### src/rtl/wps_pkg.sv
// Shared types and constants for the WAV PCM stream extractor.
package wps_pkg;

  localparam int unsigned PosW = 5;
  localparam int unsigned SizeW = 33;

  // Tags packed little-endian: byte 0 of the tag sits in bits [7:0].
  localparam logic [31:0] RIFF_TAG = 32'h4646_4952;
  localparam logic [31:0] WAVE_TAG = 32'h4556_4157;
  localparam logic [31:0] DATA_TAG = 32'h6174_6164;

  localparam logic [PosW-1:0] POS_RIFF_END   = PosW'(3);
  localparam logic [PosW-1:0] POS_WAVE_START = PosW'(8);
  localparam logic [PosW-1:0] POS_HDR_END    = PosW'(11);
  localparam logic [PosW-1:0] POS_CHAN_LO    = PosW'(22);
  localparam logic [PosW-1:0] POS_CHAN_HI    = PosW'(23);
  localparam logic [PosW-1:0] POS_RATE_B0    = PosW'(24);
  localparam logic [PosW-1:0] POS_RATE_B1    = PosW'(25);
  localparam logic [PosW-1:0] POS_RATE_B2    = PosW'(26);
  localparam logic [PosW-1:0] POS_RATE_B3    = PosW'(27);
  localparam logic [PosW-1:0] POS_SAT        = PosW'(28);

  localparam logic KIND_SAMPLE = 1'b0;
  localparam logic KIND_STATUS = 1'b1;

  typedef enum logic [1:0] {
    ST_DATA_FOUND = 2'd0,
    ST_NOT_WAV    = 2'd1,
    ST_NO_DATA    = 2'd2
  } status_e;

  typedef struct packed {
    logic               kind;
    logic signed [15:0] sample;
    status_e            status;
    logic [31:0]        sample_rate;
    logic [15:0]        channels;
    logic               format_valid;
    logic               last;
  } item_t;

  typedef struct packed {
    logic [1:0] n;
    item_t      item0;
    item_t      item1;
  } res_t;

endpackage

### src/rtl/wps_stream_if.sv
// Valid/ready stream interfaces for input bytes and result items.
interface wps_byte_if;
  logic       valid;
  logic       ready;
  logic [7:0] data_byte;
  logic       end_of_buffer;

  modport source (output valid, output data_byte, output end_of_buffer, input ready);
  modport sink (input valid, input data_byte, input end_of_buffer, output ready);
endinterface

interface wps_item_if;
  logic               valid;
  logic               ready;
  logic               kind;
  logic signed [15:0] sample;
  logic [1:0]         status;
  logic [31:0]        sample_rate;
  logic [15:0]        channels;
  logic               format_valid;
  logic               last;

  modport source (
    output valid, output kind, output sample, output status, output sample_rate,
    output channels, output format_valid, output last, input ready
  );
  modport sink (
    input valid, input kind, input sample, input status, input sample_rate,
    input channels, input format_valid, input last, output ready
  );
endinterface

### src/rtl/wps_parser.sv
// Input register and RIFF/WAVE chunk parser producing up to two result items per beat.
module wps_parser (
  input  logic          clk_i,
  input  logic          rst_ni,
  wps_byte_if.sink      byte_i,
  input  logic          buf_ready_i,
  output logic          res_valid_o,
  output wps_pkg::res_t res_o
);
  import wps_pkg::*;

  typedef enum logic [2:0] {
    PH_HEADER = 3'd0,
    PH_CHUNK  = 3'd1,
    PH_SKIP   = 3'd2,
    PH_DATA   = 3'd3,
    PH_DONE   = 3'd4
  } phase_e;

  logic             in_valid_q;
  logic [7:0]       in_byte_q;
  logic             in_eob_q;

  phase_e           phase_q, phase_d;
  logic [PosW-1:0]  pos_q, pos_d;
  logic             magic_q, magic_d;
  logic [2:0]       fs_q, fs_d;
  logic             is_data_q, is_data_d;
  logic [SizeW-1:0] left_q, left_d;
  logic [7:0]       hold_q, hold_d;
  logic             odd_q, odd_d;
  logic [31:0]      rate_q, rate_d;
  logic [15:0]      chan_q, chan_d;
  logic             found_q, found_d;

  logic             step;
  logic             has_sample;
  logic             fmt_ok;
  item_t            sample_item, status_item;

  assign step = in_valid_q && buf_ready_i;
  assign byte_i.ready = !in_valid_q || buf_ready_i;
  assign res_valid_o = in_valid_q;

  always_comb begin
    phase_d     = phase_q;
    pos_d       = pos_q;
    magic_d     = magic_q;
    fs_d        = fs_q;
    is_data_d   = is_data_q;
    left_d      = left_q;
    hold_d      = hold_q;
    odd_d       = odd_q;
    rate_d      = rate_q;
    chan_d      = chan_q;
    found_d     = found_q;
    has_sample  = 1'b0;
    fmt_ok      = 1'b0;
    sample_item = '0;
    status_item = '0;

    if (pos_q == POS_CHAN_LO) chan_d[7:0] = in_byte_q;
    if (pos_q == POS_CHAN_HI) chan_d[15:8] = in_byte_q;
    if (pos_q == POS_RATE_B0) rate_d[7:0] = in_byte_q;
    if (pos_q == POS_RATE_B1) rate_d[15:8] = in_byte_q;
    if (pos_q == POS_RATE_B2) rate_d[23:16] = in_byte_q;
    if (pos_q == POS_RATE_B3) rate_d[31:24] = in_byte_q;

    case (phase_q)
      PH_HEADER: begin
        if (pos_q <= POS_RIFF_END && in_byte_q != RIFF_TAG[8*pos_q[1:0] +: 8]) begin
          magic_d = 1'b0;
        end
        if (pos_q >= POS_WAVE_START && pos_q <= POS_HDR_END &&
            in_byte_q != WAVE_TAG[8*pos_q[1:0] +: 8]) begin
          magic_d = 1'b0;
        end
        if (pos_q >= POS_HDR_END) begin
          if (magic_d) begin
            phase_d   = PH_CHUNK;
            fs_d      = '0;
            is_data_d = 1'b1;
            left_d    = '0;
          end else begin
            phase_d = PH_DONE;
          end
        end
      end
      PH_CHUNK: begin
        if (!fs_q[2]) begin
          if (in_byte_q != DATA_TAG[8*fs_q[1:0] +: 8]) is_data_d = 1'b0;
        end else begin
          left_d[8*fs_q[1:0] +: 8] = in_byte_q;
        end
        fs_d = fs_q + 3'd1;
        if (fs_q == 3'd7) begin
          if (is_data_d) begin
            found_d = 1'b1;
            odd_d   = 1'b0;
            phase_d = (left_d != '0) ? PH_DATA : PH_DONE;
          end else begin
            left_d = left_d + {{(SizeW-1){1'b0}}, left_d[0]};
            if (left_d != '0) begin
              phase_d = PH_SKIP;
            end else begin
              phase_d   = PH_CHUNK;
              fs_d      = '0;
              is_data_d = 1'b1;
            end
          end
        end
      end
      PH_SKIP: begin
        left_d = left_q - SizeW'(1);
        if (left_q == SizeW'(1)) begin
          phase_d   = PH_CHUNK;
          fs_d      = '0;
          is_data_d = 1'b1;
        end
      end
      PH_DATA: begin
        left_d = left_q - SizeW'(1);
        if (!odd_q) begin
          hold_d = in_byte_q;
          odd_d  = 1'b1;
        end else begin
          has_sample = 1'b1;
          odd_d      = 1'b0;
        end
        if (left_q == SizeW'(1)) phase_d = PH_DONE;
      end
      default: phase_d = PH_DONE;
    endcase

    pos_d = (pos_q == POS_SAT) ? pos_q : pos_q + PosW'(1);

    sample_item.kind   = KIND_SAMPLE;
    sample_item.sample = {in_byte_q, hold_q};
    sample_item.status = ST_DATA_FOUND;
    sample_item.last   = !in_eob_q;

    fmt_ok = pos_q >= POS_RATE_B3;
    status_item.kind = KIND_STATUS;
    status_item.last = 1'b1;
    if (!magic_d || pos_q < POS_HDR_END) begin
      status_item.status = ST_NOT_WAV;
    end else begin
      status_item.status       = found_d ? ST_DATA_FOUND : ST_NO_DATA;
      status_item.sample_rate  = fmt_ok ? rate_d : '0;
      status_item.channels     = fmt_ok ? chan_d : '0;
      status_item.format_valid = fmt_ok;
    end

    // End of buffer: emit status, then start over for the next buffer.
    if (in_eob_q) begin
      phase_d   = PH_HEADER;
      pos_d     = '0;
      magic_d   = 1'b1;
      fs_d      = '0;
      is_data_d = 1'b0;
      left_d    = '0;
      hold_d    = '0;
      odd_d     = 1'b0;
      rate_d    = '0;
      chan_d    = '0;
      found_d   = 1'b0;
    end

    res_o.n     = {1'b0, has_sample} + {1'b0, in_eob_q};
    res_o.item0 = has_sample ? sample_item : status_item;
    res_o.item1 = status_item;
  end

  always_ff @(posedge clk_i or negedge rst_ni) begin
    if (!rst_ni) begin
      in_valid_q <= 1'b0;
      phase_q    <= PH_HEADER;
      pos_q      <= '0;
      magic_q    <= 1'b1;
      fs_q       <= '0;
      is_data_q  <= 1'b0;
      left_q     <= '0;
      hold_q     <= '0;
      odd_q      <= 1'b0;
      rate_q     <= '0;
      chan_q     <= '0;
      found_q    <= 1'b0;
    end else begin
      if (byte_i.ready) in_valid_q <= byte_i.valid;
      if (step) begin
        phase_q   <= phase_d;
        pos_q     <= pos_d;
        magic_q   <= magic_d;
        fs_q      <= fs_d;
        is_data_q <= is_data_d;
        left_q    <= left_d;
        hold_q    <= hold_d;
        odd_q     <= odd_d;
        rate_q    <= rate_d;
        chan_q    <= chan_d;
        found_q   <= found_d;
      end
    end
  end

  always_ff @(posedge clk_i) begin
    if (byte_i.valid && byte_i.ready) begin
      in_byte_q <= byte_i.data_byte;
      in_eob_q  <= byte_i.end_of_buffer;
    end
  end

endmodule

### src/rtl/wps_out_buf.sv
// Two-slot result register that drains one item per output beat.
module wps_out_buf (
  input  logic          clk_i,
  input  logic          rst_ni,
  input  logic          res_valid_i,
  input  wps_pkg::res_t res_i,
  output logic          buf_ready_o,
  wps_item_if.source    item_o
);
  import wps_pkg::*;

  logic [1:0] cnt_q, cnt_d;
  item_t      s0_q, s0_d;
  item_t      s1_q, s1_d;
  logic       push, pop;

  assign pop         = item_o.valid && item_o.ready;
  assign buf_ready_o = (cnt_q == 2'd0) || (cnt_q == 2'd1 && item_o.ready);
  assign push        = res_valid_i && buf_ready_o;

  always_comb begin
    cnt_d = cnt_q;
    s0_d  = s0_q;
    s1_d  = s1_q;
    if (push) begin
      s0_d  = res_i.item0;
      s1_d  = res_i.item1;
      cnt_d = res_i.n;
    end else if (pop) begin
      s0_d  = s1_q;
      cnt_d = cnt_q - 2'd1;
    end
  end

  always_ff @(posedge clk_i or negedge rst_ni) begin
    if (!rst_ni) begin
      cnt_q <= '0;
    end else begin
      cnt_q <= cnt_d;
    end
  end

  always_ff @(posedge clk_i) begin
    s0_q <= s0_d;
    s1_q <= s1_d;
  end

  assign item_o.valid        = cnt_q != 2'd0;
  assign item_o.kind         = s0_q.kind;
  assign item_o.sample       = s0_q.sample;
  assign item_o.status       = s0_q.status;
  assign item_o.sample_rate  = s0_q.sample_rate;
  assign item_o.channels     = s0_q.channels;
  assign item_o.format_valid = s0_q.format_valid;
  assign item_o.last         = s0_q.last;

endmodule

### src/rtl/wav_pcm_stream_extractor.sv
// WAV PCM stream extractor: one byte in per beat, PCM samples and a final status item out.
// Takes one byte per clock with no bubbles while the output is ready; each byte passes an
// input register and the header/chunk parser, and lands in a two-slot result register.
// A byte that completes a sample and also ends the buffer yields two items, and the result
// register drains one item per cycle while the output is ready, so such a byte holds off
// the next byte until a slot frees; otherwise one byte per cycle while the output is ready.
// After the status item all state is cleared and the next byte starts a new buffer.
module wav_pcm_stream_extractor (
  input  logic       clk_i,
  input  logic       rst_ni,
  wps_byte_if.sink   byte_i,
  wps_item_if.source item_o
);
  import wps_pkg::*;

  logic buf_ready;
  logic res_valid;
  res_t res;

  wps_parser u_parser (
    .clk_i       (clk_i),
    .rst_ni      (rst_ni),
    .byte_i      (byte_i),
    .buf_ready_i (buf_ready),
    .res_valid_o (res_valid),
    .res_o       (res)
  );

  wps_out_buf u_out_buf (
    .clk_i       (clk_i),
    .rst_ni      (rst_ni),
    .res_valid_i (res_valid),
    .res_i       (res),
    .buf_ready_o (buf_ready),
    .item_o      (item_o)
  );

`ifndef SYNTHESIS
  a_status_last: assert property (@(posedge clk_i) disable iff (!rst_ni)
    item_o.valid && item_o.kind == KIND_STATUS |-> item_o.last)
    else $error("status item without last");

  a_status_follows: assert property (@(posedge clk_i) disable iff (!rst_ni)
    item_o.valid && item_o.ready && !item_o.last |=>
      item_o.valid && item_o.kind == KIND_STATUS)
    else $error("non-last beat not followed by status");

  a_not_wav_zero: assert property (@(posedge clk_i) disable iff (!rst_ni)
    item_o.valid && item_o.kind == KIND_STATUS && item_o.status == ST_NOT_WAV |->
      item_o.sample_rate == '0 && item_o.channels == '0 && !item_o.format_valid)
    else $error("format fields set on a non-WAV status");
`endif

endmodule

### src/flat_wrapper.sv
// flat-port wrapper written by rule: the top's interface ports become plain ports
module wav_pcm_stream_extractor_flat import wps_pkg::*;
  (clk_i, rst_ni, byte_i_valid, byte_i_data_byte, byte_i_end_of_buffer, byte_i_ready, item_o_valid, item_o_kind, item_o_sample, item_o_status, item_o_sample_rate, item_o_channels, item_o_format_valid, item_o_last, item_o_ready);
  wps_byte_if byte_i_i ();
  wps_item_if item_o_i ();
  input  logic clk_i;
  input  logic rst_ni;
  input wire logic [$bits(byte_i_i.valid)-1:0] byte_i_valid;
  input wire logic [$bits(byte_i_i.data_byte)-1:0] byte_i_data_byte;
  input wire logic [$bits(byte_i_i.end_of_buffer)-1:0] byte_i_end_of_buffer;
  output wire logic [$bits(byte_i_i.ready)-1:0] byte_i_ready;
  output wire logic [$bits(item_o_i.valid)-1:0] item_o_valid;
  output wire logic [$bits(item_o_i.kind)-1:0] item_o_kind;
  output wire logic [$bits(item_o_i.sample)-1:0] item_o_sample;
  output wire logic [$bits(item_o_i.status)-1:0] item_o_status;
  output wire logic [$bits(item_o_i.sample_rate)-1:0] item_o_sample_rate;
  output wire logic [$bits(item_o_i.channels)-1:0] item_o_channels;
  output wire logic [$bits(item_o_i.format_valid)-1:0] item_o_format_valid;
  output wire logic [$bits(item_o_i.last)-1:0] item_o_last;
  input wire logic [$bits(item_o_i.ready)-1:0] item_o_ready;
  assign byte_i_i.valid = byte_i_valid;
  assign byte_i_i.data_byte = byte_i_data_byte;
  assign byte_i_i.end_of_buffer = byte_i_end_of_buffer;
  assign byte_i_ready = byte_i_i.ready;
  assign item_o_valid = item_o_i.valid;
  assign item_o_kind = item_o_i.kind;
  assign item_o_sample = item_o_i.sample;
  assign item_o_status = item_o_i.status;
  assign item_o_sample_rate = item_o_i.sample_rate;
  assign item_o_channels = item_o_i.channels;
  assign item_o_format_valid = item_o_i.format_valid;
  assign item_o_last = item_o_i.last;
  assign item_o_i.ready = item_o_ready;
  wav_pcm_stream_extractor u_core (.clk_i(clk_i), .rst_ni(rst_ni), .byte_i(byte_i_i), .item_o(item_o_i));
endmodule
### config.mk
export PLATFORM = sky130hd
export DESIGN_NAME = wav_pcm_stream_extractor_flat
export DESIGN_NICKNAME = d
export VERILOG_FILES = /design/src/rtl/wps_pkg.sv /design/src/rtl/wps_stream_if.sv /design/src/rtl/wps_parser.sv /design/src/rtl/wps_out_buf.sv /design/src/rtl/wav_pcm_stream_extractor.sv /design/src/flat_wrapper.sv
export SDC_FILE = /design/constraint.sdc
export NUM_CORES = 1
export LEC_CHECK = 0
export ABC_AREA = 1
export BUFFER_PORTS_ARGS = -buffer_cell sky130_fd_sc_hd__buf_2
export CELL_PAD_IN_SITES_DETAIL_PLACEMENT = 0
export CELL_PAD_IN_SITES_GLOBAL_PLACEMENT = 1
export CORE_ASPECT_RATIO = 1.4
export CORE_UTILIZATION = 41
export CTS_CLUSTER_DIAMETER = 80
export CTS_CLUSTER_SIZE = 40
export DETAILED_ROUTE_END_ITERATION = 7
export PLACE_DENSITY = 0.84
export SLEW_MARGIN = 30
export SYNTH_ARGS = -nofsm -noshare
export SYNTH_HDL_FRONTEND = slang
export SYNTH_SLANG_ARGS = --single-unit
### constraint.sdc
create_clock -name clk_i -period 11.7 [get_ports clk_i]
set_clock_uncertainty 0.2 [all_clocks]
set_input_delay 0.585 -clock clk_i [delete_from_list [all_inputs] [get_ports clk_i]]
set_output_delay 0.585 -clock clk_i [all_outputs]
set_load 0.005 [all_outputs]
== Word-level counts from Yosys, hierarchy flattened ==
Cells that the tools add are included.

* Flip-flop bits (word level): 236
* Latch bits: 0
* Memory bits (writable): 0
* Memory bits (read-only): 0
* Input port bits: 13
* Memories: 0

* Add/sub/neg operators: 7
* $mul: 0
* Divide/modulo/power cells: 0
* Order comparisons: 6
* Equal/unequal tests: 24
* Shifts and indexed selects: 5
* Mux-type cells: 77
* Bitwise gates (word level): 0
* Reduce and logical (&&, ||, !) cells: 30

{| class="wikitable"
|+ Operators with widths
! kind !! number
|-
| $mux W33 || 7
|-
| $mux W69 || 3
|-
| $pmux W33 S3 || 1
|-
| $shiftx A32 B6 Y8 const A || 3
|-
| $mux W8 || 9
|-
| $reduce_bool A33 Y1 || 2
|-
| $mux W32 || 2
|-
| $mux W49 || 1
|-
| $mux W3 || 15
|-
| $eq A5 B5 Y1 const B || 7
|-
| $neg A5 Y34 || 1
|-
| $shift A8 B34 Y33 const A || 1
|-
| $shiftx A8 B34 Y33 || 1
|-
| $add A33 B1 Y33 || 1
|-
| $bwmux W33 || 1
|-
| $eq A33 B1 Y1 const B || 1
|-
| $sub A33 B1 Y33 const B || 1
|-
| $mux W16 || 2
|-
| $mux W1 || 25
|-
| $ne A8 B8 Y1 || 3
|-
| $ne A3 B3 Y1 const B || 6
|-
| $pmux W3 S4 || 1
|-
| $ge A5 B4 Y1 const B || 2
|-
| $mux W2 || 5
|-
| other kinds (30) || 48
|}

== Longest topological paths before layout ==
* Word-level depth: 12
* Depth in mapped cells: 27
* Depth with buffers taken out: 26

== Cells and area by module ==
Synthesis repeated with hierarchy kept, for this count alone.

* Cells, all modules: 1881
* Area, all modules: 14587.7 µm²

{| class="wikitable"
|+ By module, submodules not included
! module !! instances !! cells each !! area each (µm²) !! seq. area each (µm²)
|-
| wps_parser || 1 || 1495 || 9366.5 || 2899.0
|-
| wps_out_buf || 1 || 386 || 5221.3 || 4194.0
|}

== Worst setup path before layout ==
OpenSTA, ideal clock, no wires.

* Path type: flip-flop to flip-flop
* Start point: register u_core.u_out_buf.cnt_q[0]
* End point: register u_core.u_out_buf.cnt_q[0]
* Setup time: 169 ps
* Arrival: 6202 ps
* Path slack: 5128 ps
* Stages on the path, launching flop included: 7
* Buffers on the path: 0
* Path through: dfrtp_1 inv_1 ha_1 inv_1 o21ai_0 o211ai_1 o21ai_0

* Elaborated cells on any way between the ends: 11
* Classes of those cells: add/sub (1); eq/ne (1); mux (2); reduce/logical (7)

{| class="wikitable"
|+ RTL lines
! element !! RTL line !! text
|-
| start: declaration || wps_out_buf.sv:12 || <nowiki>logic [1:0] cnt_q, cnt_d;</nowiki>
|-
| start signal: assignment || wps_out_buf.sv:39 || <nowiki>cnt_q <= cnt_d;</nowiki>
|-
| $reduce_bool A2 Y1 || wps_out_buf.sv:48 || <nowiki>assign item_o.valid = cnt_q != 2'd0;</nowiki>
|-
| via item_o_valid || flat_wrapper.sv:12 || <nowiki>output wire logic [$bits(item_o_i.valid)-1:0] item_o_valid;</nowiki>
|-
| $logic_and A1 B1 Y1 || wps_out_buf.sv:17 || <nowiki>assign pop = item_o.valid && item_o.ready;</nowiki>
|-
| $reduce_bool A2 Y1 (no source line) || n/a ||
|}

The timed path passes the listed nets, and every way through them passes these cells. The select of a mux whose other input is x is not followed.
A chain may end at the register's enable or synchronous reset.

== Worst setup path after layout ==
* Start point: register u_core.u_out_buf.cnt_q[0]
* End point: register u_core.u_parser.left_q[30]

* Longest elaborated chain between the ends: 5
* Elaborated cells on any way between the ends: 6
* Classes of those cells: eq/ne (1); reduce/logical (5)

{| class="wikitable"
|+ RTL lines
! element !! RTL line !! text
|-
| $eq A2 B1 Y1 || wps_out_buf.sv:18 || <nowiki>assign buf_ready_o = (cnt_q == 2'd0) || (cnt_q == 2'd1 && item_o.ready);</nowiki>
|-
| $logic_and A1 B1 Y1 || wps_out_buf.sv:18 ||
|-
| $logic_or A1 B1 Y1 * || wps_out_buf.sv:18 ||
|-
| $logic_and A1 B1 Y1 * || n/a ||
|-
| via u_core.u_out_buf.push || wps_out_buf.sv:15 || <nowiki>logic push, pop;</nowiki>
|-
| $reduce_and A4 Y1 (no source line) * || n/a ||
|-
| end signal: assignment || wps_parser.sv:196 || <nowiki>left_q <= left_d;</nowiki>
|-
| end: declaration || wps_parser.sv:29 || <nowiki>logic [SizeW-1:0] left_q, left_d;</nowiki>
|}

The timed path passes the listed nets; every way through them passes the cells marked *.

==> impl_metrics.csv <==
group,metric,value,unit
pwr,comb_power_share,0.500,
critical_path,cp.arrival,5.08,ns
sta,slew_headroom,0.397,
global_routing,grtUsageTotal,0.230,
critical_path,worstPathRequired,11.92,ns
global_routing,first_global_vias,11000,
clock_tree,clockBufferDepth,3,
cells_and_area,layout_common_cells,"386 x nand2_1, 198 x nor2_1, 179 x inv_1, 147 x o21ai_0, 129 x edfxtp_1",
outcome,status,"complete, no violations",
routing,antenna_left,0,
sta,slew_violations,0,
sta,setup_viol,0,
placed_design,dpl_cell_area,14000,sq um
sta,worstMarginPinSlew,0.901,ns
routing,firstDrtPassIters,5,
clock_tree,cts.sinks,236,
sta,rsz0062_at_grt,"no",
critical_path,worstSetupPathType,"flop to flop",
synthesis,synth.ff_latch_count,236,
critical_path,slowest_delay,0.81,ns
critical_path,end_kind,"flop",
cells_and_area,final_area,14400,sq um
cells_and_area,layout_commonest_cell,"nand2_1",
synthesis,seq_area_frac_synth,0.494,
die,die_h,215,microns
clock_tree,clockRootBuffer,"clkbuf_16",
routing,drcViolationCount,0,
routing,drtIter0Drc,743,
critical_path,critPathLaunchType,"flop",
clock_tree,post_cts_buffers,0,
critical_path,cp_cell_sequence,"inv_1, ha_1, a21oi_1, nor2_4, buf_4, clkinv_2, a21oi_1, inv_1, a31oi_1, o21ai_2, nor2_2, inv_1, o21ai_1",
sta,min_period_over_period,0.415,
global_routing,grt_pass1_wl,59.7,mm
critical_path,crit_fanout,55,
pwr,swShare,0.464,
synthesis,synth_area_per_cell,8.19,sq um
cells_and_area,synthToLayoutAreaGrowth,8.47,%
hold_path,hold_path_class,"input pin to flop",
global_routing,use_met1,0.271,
clock_tree,cts_tree,"built",
synthesis,netlist.area_leader.share,0.292,
placed_design,place_ws,6.79,ns
synthesis,syn_area,13300,sq um
clock_tree,cts.clk_slew.worst_paths,0.14,ns
sta,timing.fmax,206,MHz
pwr,ir_worst_vdd,146,uV
sta,hold_violations,0,
synthesis,yosysTopAreaCell,"edfxtp_1",
pwr,internal_power,0.00196,W
global_routing,grt_max_degree,74,
critical_path,critPathTopFamily,"buffers and inverters",
synthesis,syn-num-nets,1651,
cells_and_area,finalNetCount,1696,
global_routing,met3_usage,0.0153,
pwr,p_per_area,254,nW/um^2
synthesis,yosys_warnings,0,
global_routing,busiest_layer,"met2",
clock_tree,ctsResizeCount,0,
clock_tree,hold_buffers,1,
die,die_w,154,microns
clock_tree,clk_latency,0.50,ns
synthesis,ys_types,49,
global_routing,antenna_found_initial,0,
global_routing,grt_use_met2,0.419,
routing,wl_per_cell,18.4,microns
synthesis,netlist_instances,1619,
die,ios,84,
critical_path,cp_common_cell,"inv_1",
sta,setup_tns,0,ns
pwr,p_seq_frac,0.373,
die,fp-row-count,77,
placed_design,numPortBuffers,83,
critical_path,crit_buf_inv,5,
routing,vias,11400,
sta,worst_slack,6.84,ns
clock_tree,h-tree-depth,1,
pwr,net-switching-power,0.00169,W
synthesis,yosys-top-cells-area,"edfxtp_1 29%, dfrtp_1 20%, nand2_1 11%, nor2_1 5.7%, o21ai_0 5.6%",
sta,min_period,4.86,ns
global_routing,grt-ovfl-total,0,
cells_and_area,diodes,0,
job,drv_cap,0,
routing,via_per_inst,5.54,
clock_tree,numCtsBuffers,10,
cells_and_area,drive_gt1_frac,0.110,
placed_design,hpwl,27.5,mm
placed_design,globalplace.congestion,0.949,
critical_path,r2r_slack,6.84,ns
die,initial_core_util,0.418,
critical_path,cpMaxStageDelayCell,"clkinv_2",
die,die_area,33100,sq um
die,core,31700,sq um
pwr,clkPwrFrac,0.127,
pwr,p_leak,5.87,nW
routing,drt-total-wl,38.0,mm
-- through the flow --
stage          hold WS (ns)  total power [W]  instances  utilization
6_report             0.0739          0.00365       2063        0.454
5_1_grt              0.0671          0.00390       2063        0.454
4_1_cts              0.0685          0.00366       2063        0.454
3_5_place_dp          0.269          0.00319       2046        0.442
3_3_place_gp          0.262          0.00318       2046        0.442
2_1_floorplan        0.0894          0.00260       1619            -
-- layout make-up --
class | instances | area (sq um)
fillers | 3108 | 17300
flip-flops and latches | 236 | 6550
clock buffers | 14 | 297
clock inverters | 2 | 50.0
repair buffers | 95 | 514
multi-input cells | 1132 | 5770
inverters | 189 | 711
well taps | 395 | 494
-- sequential cells by signal, indices dropped and copies added, names as in the netlist, 2 cells and up --
name	flops
u_core.u_out_buf.s1_q	51
u_core.u_parser.left_q	33
u_core.u_out_buf.item_o.sample_rate	32
u_core.u_parser.rate_q	32
u_core.u_out_buf.item_o.channels	16
u_core.u_out_buf.item_o.sample	16
u_core.u_parser.chan_q	16
u_core.u_parser.hold_q	8
u_core.u_parser.in_byte_q	8
u_core.u_parser.pos_q	5
u_core.u_parser.fs_q	3
u_core.u_parser.phase_q	3
u_core.u_out_buf.cnt_q	2
u_core.u_out_buf.item_o.status	2
-- kinds of logic after synthesis --
group | after synthesis | synth area share
AO/OA/AOI/OAI | 351 | 0.164
XOR/XNOR | 13 | 0.00858
AND/OR/NAND/NOR | 749 | 0.242
flip-flops | 236 | 0.494
buffers and inverters | 251 | 0.0732
adder cells (fa/ha/maj) | 19 | 0.0179
-- worst paths after layout --
| kind | endpoint | startpoint | depth (start not counted) |
|---|---|---|---|
| max | u_core.u_parser.left_q[30] | u_core.u_out_buf.cnt_q[0] | 13 |
| max reg2reg | u_core.u_parser.left_q[30] | u_core.u_out_buf.cnt_q[0] | 13 |
| min | u_core.u_parser.in_eob_q | byte_i_end_of_buffer | 1 |
| min reg2reg | u_core.u_parser.rate_q[12] | u_core.u_parser.rate_q[12] | 2 |
| max in group asynchronous | u_core.u_parser.left_q[5] | rst_ni | 3 |
| min in group asynchronous | u_core.u_parser.chan_q[5] | rst_ni | 2 |
-- Yosys cell counts (all sizes together) --
| master | n |
|---|---|
| nand2 | 406 |
| nor2 | 223 |
| inv | 185 |
| o21ai | 173 |
| edfxtp | 129 |
| dfrtp | 106 |
| nand3 | 71 |
| a22o | 52 |
| clkbuf | 52 |
| a21oi | 50 |
| o22ai | 36 |
| ha | 19 |
| nand4 | 18 |
| nor3 | 17 |
| a32oi | 14 |
| xor2 | 11 |
| buf | 10 |
| nor4 | 8 |
| a31oi | 6 |
| a22oi | 5 |
| o31ai | 5 |
| clkinv | 4 |
| o211ai | 3 |
| o21a | 3 |
| nand3b | 2 |
| xnor2 | 2 |
| a211oi | 1 |
| a21boi | 1 |
| and2 | 1 |
| dfstp | 1 |
| nor3b | 1 |
| nor4b | 1 |
| o21bai | 1 |
| o221ai | 1 |
| or2 | 1 |
-- metal layers --
layer / wire [microns] / part of all wire
met5: 0 / 0
met4: 1860 / 0.049
met3: 1340 / 0.035
met2: 19500 / 0.51
met1: 15300 / 0.40
-- power by group through the flow --
stage	logic [W]	registers, W	clock network, W
2_1_floorplan	0.00122	0.00138	0
3_3_place_gp	0.00180	0.00137	0
3_5_place_dp	0.00181	0.00138	0
4_1_cts	0.00182	0.00136	0.000474
5_1_grt	0.00201	0.00139	0.000500
6_report	0.00182	0.00136	0.000465
Power figures use the tool's default switching activity.
